==> config.mk <==
export PLATFORM = sky130hd
export DESIGN_NAME = ic_tally
export DESIGN_NICKNAME = d
export VERILOG_FILES = /design/src/rtl/core/inversion_counter_macros.svh /design/src/rtl/core/ic_pkg.sv /design/src/rtl/core/ic_tally.sv
export SDC_FILE = /design/constraint.sdc
export NUM_CORES = 1
export LEC_CHECK = 0
export BUFFER_PORTS_ARGS = -buffer_cell sky130_fd_sc_hd__buf_2
export CAP_MARGIN = 20
export CORE_AREA = 2 2 79 81
export CTS_BUF_LIST = sky130_fd_sc_hd__clkbuf_8 sky130_fd_sc_hd__clkbuf_16
export DETAILED_ROUTE_END_ITERATION = 6
export DIE_AREA = 0 0 81 83
export GPL_TIMING_DRIVEN = 0
export PLACE_DENSITY_LB_ADDON = 0.1
export RECOVER_POWER = 100
export SLEW_MARGIN = 20
export SYNTH_ARGS = -nofsm -noshare
export SYNTH_HDL_FRONTEND = slang
export SYNTH_SLANG_ARGS = --single-unit
export TNS_END_PERCENT = 5
==> constraint.sdc <==
create_clock -name clk -period 3.08 [get_ports clk]
set_clock_uncertainty 0.05 [all_clocks]
set_input_delay 0.616 -clock clk [delete_from_list [all_inputs] [get_ports clk]]
set_output_delay 0.616 -clock clk [all_outputs]
set_load 0.02 [all_outputs]
==> src/rtl/core/inversion_counter_macros.svh <==
// ---------------------------------------------------------------------------
// inversion_counter assertion macros
// Shorthands for the concurrent checks of the inversion counter; they sample
// on clk and are disabled while arst_n is low.
// ---------------------------------------------------------------------------
`ifndef INVERSION_COUNTER_MACROS_SVH
`define INVERSION_COUNTER_MACROS_SVH

// property that must hold at every edge
`define IC_CHECK(lbl, expr, msg) \
	lbl: assert property (@(posedge clk) disable iff (!arst_n) (expr)) else $error(msg);

// when a holds, b must hold in the following cycle
`define IC_IMPLY_NEXT(lbl, a, b, msg) \
	lbl: assert property (@(posedge clk) disable iff (!arst_n) (a) |=> (b)) else $error(msg);

`endif

==> src/rtl/core/ic_pkg.sv <==
// ---------------------------------------------------------------------------
// ic_pkg
// Shared types and constants of the inversion counter.
// ---------------------------------------------------------------------------
package ic_pkg;

	localparam int VALUE_W = 32;
	localparam int COUNT_W = 19;
	localparam logic [COUNT_W-1:0] TALLY_MAX = '1;

	// token that walks down the cell chain with each accepted word
	typedef struct packed {
		logic                      valid;
		logic                      last;
		logic                      active; // stored and compared; 0 when dropped
		logic                      ovf;    // sequence lost words (meaningful on last)
		logic signed [VALUE_W-1:0] value;
	} token_t;

endpackage

==> src/rtl/core/ic_tally.sv <==
// ---------------------------------------------------------------------------
// ic_tally
// Chain end: sums per-word counts with saturation and holds the result word
// until the downstream side takes it.
// ---------------------------------------------------------------------------
module ic_tally #(
	parameter int CNT_W = 10
) (
	input  logic                        clk,
	input  logic                        arst_n,
	input  ic_pkg::token_t              tok,
	input  logic [CNT_W-1:0]            cnt,
	input  logic                        res_ready,
	output logic                        res_valid,
	output logic [ic_pkg::COUNT_W-1:0]  res_count,
	output logic                        res_ovf,
	output logic                        adv
);

	localparam int SUM_W = ((CNT_W > ic_pkg::COUNT_W) ? CNT_W : ic_pkg::COUNT_W) + 1;

	logic [ic_pkg::COUNT_W-1:0] tally_q;
	logic [ic_pkg::COUNT_W-1:0] res_count_q;
	logic                       res_ovf_q;
	logic                       res_valid_q;
	logic [SUM_W-1:0]           sum_wide;
	logic [ic_pkg::COUNT_W-1:0] sum_sat;

	assign sum_wide = SUM_W'(tally_q) + SUM_W'(cnt);
	assign sum_sat  = (sum_wide > SUM_W'(ic_pkg::TALLY_MAX)) ? ic_pkg::TALLY_MAX :
		sum_wide[ic_pkg::COUNT_W-1:0];

	// whole chain freezes only when a second result arrives on a full output
	assign adv = !(tok.valid && tok.last && res_valid_q && !res_ready);

	always_ff @(posedge clk or negedge arst_n) begin
		if (!arst_n) begin
			tally_q     <= '0;
			res_valid_q <= 1'b0;
		end else begin
			if (res_valid_q && res_ready)
				res_valid_q <= 1'b0;
			if (adv && tok.valid) begin
				if (tok.last) begin
					res_valid_q <= 1'b1;
					tally_q     <= '0;
				end else begin
					tally_q <= sum_sat;
				end
			end
		end
	end

	always_ff @(posedge clk) begin
		if (adv && tok.valid && tok.last) begin
			res_count_q <= sum_sat;
			res_ovf_q   <= tok.ovf;
		end
	end

	assign res_valid = res_valid_q;
	assign res_count = res_count_q;
	assign res_ovf   = res_ovf_q;

endmodule

==> results.yml <==
timing:
  fin_tns_setup_ns: 0
  setup_violations: 0
  max_freq_mhz: 366
  slew_violations: 0
  tightest_slew_ns: 1.25
  post-route-min-period_ns: 2.73
  rsz0062_at_grt: "false"
  relSlewSlack_pct: 16.4
  hold_viol: 0
  period_share_pct: 88.8
clock_tree:
  post_cts_buffers: 0
  clk_pin_slew_ns: 0.08
  clock-root-buffer: "clkbuf_8"
  cts_tree: "done"
  insertion_delay_ns: 0.30
  htree_levels: 2
  post_cts_resized: 0
  clockBufferDepth: 2
  numCtsBuffers: 5
  cts.sinks: 40
  hold_buffers: 0
job:
  max_cap_violations: 0
final_layout:
  insertedDiodeCount: 0
  final_nets: 313
  finalInstanceArea_um2: 2600
  n_fill_cell: 616
  final_layout_size_suffix_gt1_share_pct: 13.0
  syn2layout_area_growth_pct: 13.9
status:
  status: "finished, final reports clean"
routing:
  vias: 1770
  vias_per_cell: 5.38
  routedWlPerCell_um: 15.6
  post-route-drc-count: 0
  drt_wl_total_mm: 5.13
  ant_nets: 0
  drtIter0Drc: 138
  first_pass_iters: 4
placed_design:
  place_congestion: 0.821
  dp_hpwl_mm: 3.53
  portBuffers: 36
  dpl_cell_area_um2: 2560
logic_synthesis:
  synthFlopType: "edfxtp_1"
  synth_edf_count: 20
  yosysWarnings: 0
  ys_ff_latch: 40
  postSynthAreaPerCell_um2: 10.9
  yosys-top-cells-area: "edfxtp_1 (26%), dfrtp_1 (22%), ha_1 (5.5%), a22o_1 (3.8%), a21oi_1 (2.9%)"
  synth_area_um2: 2280
  async_flop_share_pct: 50.0
  yosys.area.top_type: "edfxtp_1"
  ys_top_cells_by_count: "dfrtp_1 (20), edfxtp_1 (20), nand2_1 (17), a21oi_1 (13), nor2_1 (11)"
  synth.top_cell.area_share_pct: 26.3
  synthDistinctLibCells: 50
  synthCells: 210
  syn_nets: 270
  seq_area_frac_synth_pct: 48.2
setup_path:
  cp.required_ns: 3.08
  end_kind: "flop"
  critical_path_arrival_ns: 2.73
  crit_fanout: 6
  path_class: "input port to flop"
  startpoint_type: "input port"
floorplanning:
  core_area_um2: 5820
  rows: 28
  initial_core_util_pct: 39.2
  die_height_um: 83
  dieArea_um2: 6720
  pin_count: 71
  die_w_um: 81
worst_hold_path:
  hold_path.class: "flop to flop"
global_routing:
  antenna_found_initial: 0
  grt_first_pass_wirelength_mm: 8.45
  grt_pass1_vias: 1678
  grt_max_degree: 25
  overflow: 0
  grtUsageTotal_pct: 16.4
pwr:
  finalPower_mw: 1.71
  p_leak_nw: 1.11
  peakVddDrop_mv: 0.253
  powerDensity_nw_per_um2: 656
[layout by cell type, fill, tap and decap left out, drive strengths merged, types with 4 or more instances in the layout]
cell,netlist,final
dfrtp,20,20
nor2,11,11
or3,4,4
nand3,6,6
buf,5,18
and3,7,7
inv,7,7
xnor2,7,7
nand2,21,21
a21o,5,5
nor3,5,5
o21ai,12,12
a21oi,14,14
ha,10,10
edfxtp,20,20
a211oi,5,5
clkbuf,5,33
a31oi,4,4
a22o,10,10
[flip-flops by register name (all words and copies together) (netlist names)]
name,count
res_valid,1
res_ovf,1
tally_q,19
res_count,19
[logic make-up (layout without fill, tap and decap cells)]
family / after synthesis / after routing / synth area share [%]
compound gates: 63 / 63 / 21.2
simple gates: 66 / 66 / 15.6
mux: 3 / 3 / 1.43
fa+ha+maj: 11 / 11 / 6.36
flops: 40 / 40 / 48.2
buf+inv: 17 / 61 / 3.34
xor+xnor: 10 / 10 / 3.84
[metrics by stage]
step / hold slack [ns] / instances / setup WS (ns) / utilization, %
floorplan: 0.270 / 210 / 0.341 / -
global placement: 0.420 / 321 / 0.0332 / 44.0
detailed placement: 0.424 / 321 / 0.0138 / 44.0
CTS: 0.248 / 329 / 0.343 / 45.9
global route: 0.431 / 329 / 0.202 / 44.7
finish: 0.440 / 329 / 0.345 / 44.7
[power breakdown]
group	switching [mW]	internal, mW
registers	0.0342	0.662
logic	0.353	0.220
clock network	0.196	0.240
total	0.584	1.12
[cell type report]
cell class                      count  area [µm²]  share of cell area, %
Sequential cell                    40        1100                   42.4
Multi-Input combinational cell    153        1060                   40.9
Timing Repair Buffer               36         151                   5.83
Tap cell                           75        93.8                   3.61
Clock buffer                        5        68.8                   2.65
Buffer                             10        51.3                   1.97
Clock inverter                      3        42.5                   1.64
Inverter                            7        26.3                   1.01
[path summary, 6_finish.rpt]
kind                            depth (start not counted)  slack [ns]       start            end
worst max-delay path                                   10        0.35      cnt[0]  res_count[16]
worst min-delay path                                    1        0.44  tally_q[7]     tally_q[7]
worst max register to register                          7        0.37  tally_q[2]  res_count[17]
worst min register to register                          1        0.44  tally_q[7]     tally_q[7]
max in group asynchronous                               1        1.72      arst_n    tally_q[17]
min in group asynchronous                               1        0.51      arst_n     tally_q[8]
[critical path, cell delays in order]
cell and delay (ns):
buf_2 0.08, ha_1 0.19, inv_1 0.06, fa_1 0.39, nand2b_1 0.23, a2111oi_4 0.38
o32ai_2 0.21, nor2_1 0.16, a21boi_0 0.10, or3_1 0.31
[routing by layer]
metal | wire [µm] | up-vias | part of all wire [%] | GRT usage, %
met5 | 0 | - | 0 | 0
met4 | 42 | 0 | 0.82 | 5.70
met3 | 267 | 4 | 5.2 | 3.80
met2 | 2280 | 39 | 45 | 23.7
met1 | 2530 | 852 | 49 | 23.8
li1 | - | 875 | - | -
Power figures use the tool's default switching activity.
