## src/rtl/core/inversion_counter_macros.svh

```systemverilog
// ---------------------------------------------------------------------------
// inversion_counter assertion macros
// Shorthands for the concurrent checks of the inversion counter; they sample
// on clk and are disabled while arst_n is low.
// ---------------------------------------------------------------------------
`ifndef INVERSION_COUNTER_MACROS_SVH
`define INVERSION_COUNTER_MACROS_SVH

// property that must hold at every edge
`define IC_CHECK(lbl, expr, msg) \
	lbl: assert property (@(posedge clk) disable iff (!arst_n) (expr)) else $error(msg);

// when a holds, b must hold in the following cycle
`define IC_IMPLY_NEXT(lbl, a, b, msg) \
	lbl: assert property (@(posedge clk) disable iff (!arst_n) (a) |=> (b)) else $error(msg);

`endif

```

## src/rtl/core/ic_pkg.sv

```systemverilog
// ---------------------------------------------------------------------------
// ic_pkg
// Shared types and constants of the inversion counter.
// ---------------------------------------------------------------------------
package ic_pkg;

	localparam int VALUE_W = 32;
	localparam int COUNT_W = 19;
	localparam logic [COUNT_W-1:0] TALLY_MAX = '1;

	// token that walks down the cell chain with each accepted word
	typedef struct packed {
		logic                      valid;
		logic                      last;
		logic                      active; // stored and compared; 0 when dropped
		logic                      ovf;    // sequence lost words (meaningful on last)
		logic signed [VALUE_W-1:0] value;
	} token_t;

endpackage

```

## src/rtl/core/ic_cell.sv

```systemverilog
// ---------------------------------------------------------------------------
// ic_cell
// One chain cell: holds one stored value, counts the passing token when its
// value is strictly greater, and hands the token to the next cell.
// ---------------------------------------------------------------------------
module ic_cell #(
	parameter int INDEX = 0,
	parameter int IDX_W = 10,
	parameter int CNT_W = 10
) (
	input  logic                clk,
	input  logic                arst_n,
	input  logic                adv,
	input  ic_pkg::token_t      tok_in,
	input  logic [IDX_W-1:0]    slot_in,
	input  logic [CNT_W-1:0]    cnt_in,
	output ic_pkg::token_t      tok_out,
	output logic [IDX_W-1:0]    slot_out,
	output logic [CNT_W-1:0]    cnt_out
);

	logic signed [ic_pkg::VALUE_W-1:0] held_q;
	logic                              held_valid_q;
	ic_pkg::token_t                    tok_q;
	logic [IDX_W-1:0]                  slot_q;
	logic [CNT_W-1:0]                  cnt_q;
	logic                              hit;
	logic                              own_slot;

	assign hit = tok_in.valid && tok_in.active && held_valid_q &&
		($signed(held_q) > $signed(tok_in.value));
	assign own_slot = (slot_in == IDX_W'(INDEX));

	always_ff @(posedge clk or negedge arst_n) begin
		if (!arst_n) begin
			tok_q        <= '0;
			held_valid_q <= 1'b0;
		end else if (adv) begin
			tok_q <= tok_in;
			if (tok_in.valid) begin
				// the last word sweeps the chain clean behind it
				if (tok_in.last)
					held_valid_q <= 1'b0;
				else if (tok_in.active && own_slot)
					held_valid_q <= 1'b1;
			end
		end
	end

	always_ff @(posedge clk) begin
		if (adv) begin
			slot_q <= slot_in;
			cnt_q  <= cnt_in + CNT_W'(hit);
			if (tok_in.valid && tok_in.active && !tok_in.last && own_slot)
				held_q <= tok_in.value;
		end
	end

	assign tok_out  = tok_q;
	assign slot_out = slot_q;
	assign cnt_out  = cnt_q;

endmodule

```

## config.mk

```make
export PLATFORM = sky130hd
export DESIGN_NAME = ic_cell
export DESIGN_NICKNAME = d
export VERILOG_FILES = /design/src/rtl/core/inversion_counter_macros.svh /design/src/rtl/core/ic_pkg.sv /design/src/rtl/core/ic_cell.sv
export SDC_FILE = /design/constraint.sdc
export NUM_CORES = 1
export LEC_CHECK = 0
export ABC_AREA = 1
export BUFFER_PORTS_ARGS = -buffer_cell sky130_fd_sc_hd__buf_4
export CAP_MARGIN = 15
export CORE_ASPECT_RATIO = 1.5
export CORE_MARGIN = 1.5
export CORE_UTILIZATION = 52
export CTS_CLUSTER_SIZE = 24
export DETAILED_ROUTE_END_ITERATION = 8
export HOLD_SLACK_MARGIN = 0.15
export PLACE_DENSITY = 0.91
export SYNTH_ARGS = -nofsm -noshare
export SYNTH_HDL_FRONTEND = slang
export SYNTH_SLANG_ARGS = --single-unit
```

## constraint.sdc

```tcl
create_clock -name clk -period 3.5 [get_ports clk]
set_clock_uncertainty 0.05 [all_clocks]
set_input_delay 0.35 -clock clk [delete_from_list [all_inputs] [get_ports clk]]
set_output_delay 0.35 -clock clk [all_outputs]
set_load 0.01 [all_outputs]
```

==> impl_metrics.toml <==
[sta]
period_share_pct = 90.5
rsz0062_at_grt = "false"
worst_pin_slew_ns = 0.939
final.setup.tns_ns = 0
max_freq_ghz = 0.316
finalMaxSlewViolations = 0
finalSetupViolCount = 0
relSlewSlack_pct = 37.2
finalCriticalPeriod_ns = 3.17
finalHoldViolCount = 0

[power]
powerDensity_mw_per_mm2 = 404
p_leak_nw = 2.58
ir_worst_vdd_uv = 310

[synthesis]
synth-warning-count = 0
yosysSeqAreaShare_pct = 63.0
syn_inst = 346
ys_ff_latch = 89
syn_area_per_cell_um2 = 11.4
synth_cell_type_count = 27
synth.net_count = 439
synthesis.area_mm2 = 0.00395

[critical_path]
crit_top_cell = "nand2_1"
cp-end-kind = "flip-flop"
r2r_end = "cnt_out[8]"
cp_max_fo = 2
path_buf_inv = 4
cpMaxStageDelayCell = "dlygate4sd3_1"
cp.required_ns = 3.57
cpPeakStageDelay_ns = 0.53
worst_setup_path_start_kind = "primary input"
worst_ep_arrival_time_ns = 3.23
cp_top_family = "simple AND/OR/NAND/NOR gates"
worst_r2r_startpoint = "held_q[15]"
critPathKind = "primary input to flip-flop"
r2r_slack_ns = 0.63
path_cells = "dlygate4sd3_1, buf_4, inv_1, ha_1, nand2_1, nor2_1, nand2_1, inv_1, nand2_1, nand2_1, nand2_1, nand3_1, nand2_1, nor2_1, ha_1, ha_1, nand3_1, nor3b_2, nand3_1, xnor2_1"
reg2regPathDepth = 17

[final_layout]
final_cell_mix = "buf_4 (115), edfxtp_1 (52), inv_1 (47), a21oi_1 (47), dlygate4sd3_1 (43)"
nNetsFinal = 600
n_fill_cell = 458
stdcell_count = 612
layout_commonest_cell = "buf_4"
area_growth_pct = 40.3
diodes = 0
final_layout_size_suffix_gt1_share_pct = 27.3

[drt]
drt_iter0_markers = 168
wl_per_cell_um = 15.3
drt_wl_total_um = 9380
drt_first_pass_iters = 5
final_antenna_net_count = 0
viasPerCell = 5.07
route.detailed.drc = 0
vias = 3103

[cts]
cts_made_buffers = 9
root_buffer = "clkbuf_8"
htreeDepth = 3
cts.sink_count = 89
post-cts-setup-buffer-count = 0
cts_max_path_buffers = 2
insertion_delay_ns = 0.37
cts_tree = "yes"
clk_pin_slew_worst_paths_ns = 0.08

[hold_path]
hold_depth = 2
hold_path_end = "held_valid_q"
worstHoldStart = "tok_in[34]"
hold_class = "primary input to flip-flop"

[die]
die-area_mm2 = 0.00813
start_util_pct = 54.2
rows = 38
coreArea_mm2 = 0.00727
die_h_um = 110
ios = 115
die-width_um = 74.1

[run_status]
outcome = "finished, final reports clean"

[placed_design]
dp.cells = 553
place.gp.congestion = 0.801
io_buffers = 114
hpwl_um = 6220

[grt]
grt_overflow = 0
grt_usage_pct = 23.7
grt_antenna_before_repair = 0
grt_max_degree = 90
grt_pass1_vias = 3086
grt_first_pass_wirelength_um = 14000

[job]
cap_viol_max_count = 0
cell type report:
class	instances	area, µm²	share of cell area [%]
clock inverters	6	57.6	1.04
inverters	47	176	3.19
well taps	100	125	2.26
clock buffers	10	138	2.49
flip-flops and latches	89	2490	44.9
multi-input cells	202	1260	22.7
repair buffers	158	1290	23.4
per-layer routing:
metal | vias up | track usage, % | part of all wire (%)
met5 | - | 0 | 0
met4 | 0 | 13.4 | 2.8
met3 | 18 | 3.67 | 4.7
met2 | 104 | 43.3 | 55
met1 | 1495 | 25.3 | 38
li1 | 1486 | - | -
synthesized netlist by cell type (all sizes together):
| library cell | count | area share (%) |
|---|---|---|
| a21oi | 47 | 6.0 |
| o21a | 2 | 0.38 |
| and3 | 1 | 0.16 |
| inv | 47 | 4.5 |
| nand3 | 8 | 1.1 |
| xor2 | 6 | 1.3 |
| clkbuf | 3 | 0.29 |
| o211ai | 1 | 0.19 |
| dfrtp | 37 | 23 |
| nor2 | 44 | 4.2 |
| xnor2 | 2 | 0.44 |
| ha | 34 | 11 |
| nor4 | 3 | 0.48 |
| mux2 | 2 | 0.57 |
| nand4 | 2 | 0.32 |
| o21ai | 5 | 0.63 |
| nor3b | 2 | 0.51 |
| a21o | 1 | 0.19 |
| nor3 | 2 | 0.38 |
| buf | 5 | 0.63 |
| edfxtp | 52 | 40 |
| nand2 | 40 | 3.9 |
cell families (layout without fill, tap and decap cells):
logic type / after synthesis / after routing / synth area share (%)
and+or+nand+nor: 102 / 102 / 11.1
DFF: 89 / 89 / 63.0
AOI/OAI and AO/OA: 56 / 56 / 7.36
buffers and inverters: 55 / 221 / 5.39
adders and majority gates: 34 / 34 / 10.8
xor gates and xnor gates: 8 / 8 / 1.78
muxes: 2 / 2 / 0.571
through the flow:
| stage | area [µm²] | util, % | hold WS [ns] | total power, mW | setup slack, ns |
|---|---|---|---|---|---|
| 4_1_cts | 5530 | 76.0 | 0.154 | 2.25 | 0.237 |
| 6_report | 5540 | 76.1 | 0.168 | 2.24 | 0.332 |
| 3_3_place_gp | 4910 | 67.4 | 0.307 | 1.51 | 0.545 |
| 2_1_floorplan | 3950 | - | 0.00441 | 1.33 | 0.835 |
| 5_1_grt | 5540 | 76.1 | 0.179 | 2.32 | 0.0803 |
| 3_5_place_dp | 4910 | 67.4 | 0.310 | 1.52 | 0.396 |
worst max path at each step:
stage	startpoint	end	slack, ns	cells after the start
final	tok_in[15]	cnt_out[8]	0.33	20
after CTS	tok_in[15]	cnt_out[8]	0.24	20
after floorplan	tok_in[31]	cnt_out[8]	0.84	16
after global placement	tok_in[15]	cnt_out[8]	0.54	19
after detailed placement	tok_in[15]	cnt_out[8]	0.40	19
after global routing	tok_in[15]	cnt_out[8]	0.08	20
state kept, by name, summed over array words and instances, names as in the netlist:
| register | count |
|---|---|
| cnt_out | 10 |
| held_q | 32 |
| tok_out | 36 |
| held_valid_q | 1 |
| slot_out | 10 |
power by group:
| part | switching, mW | leakage [nW] | internal, mW |
|---|---|---|---|
| clock network | 0.350 | 0.102 | 0.344 |
| registers | 0.0288 | 0.901 | 1.17 |
| logic | 0.164 | 1.57 | 0.181 |
timing repair:
item | CTS | global route
setup endpoints to repair | 0 | 1
hold buffers | 43 | 0
hold endpoints to repair | 79 | 0
resized for setup | 0 | 1
(Power assumes the default switching activity.)
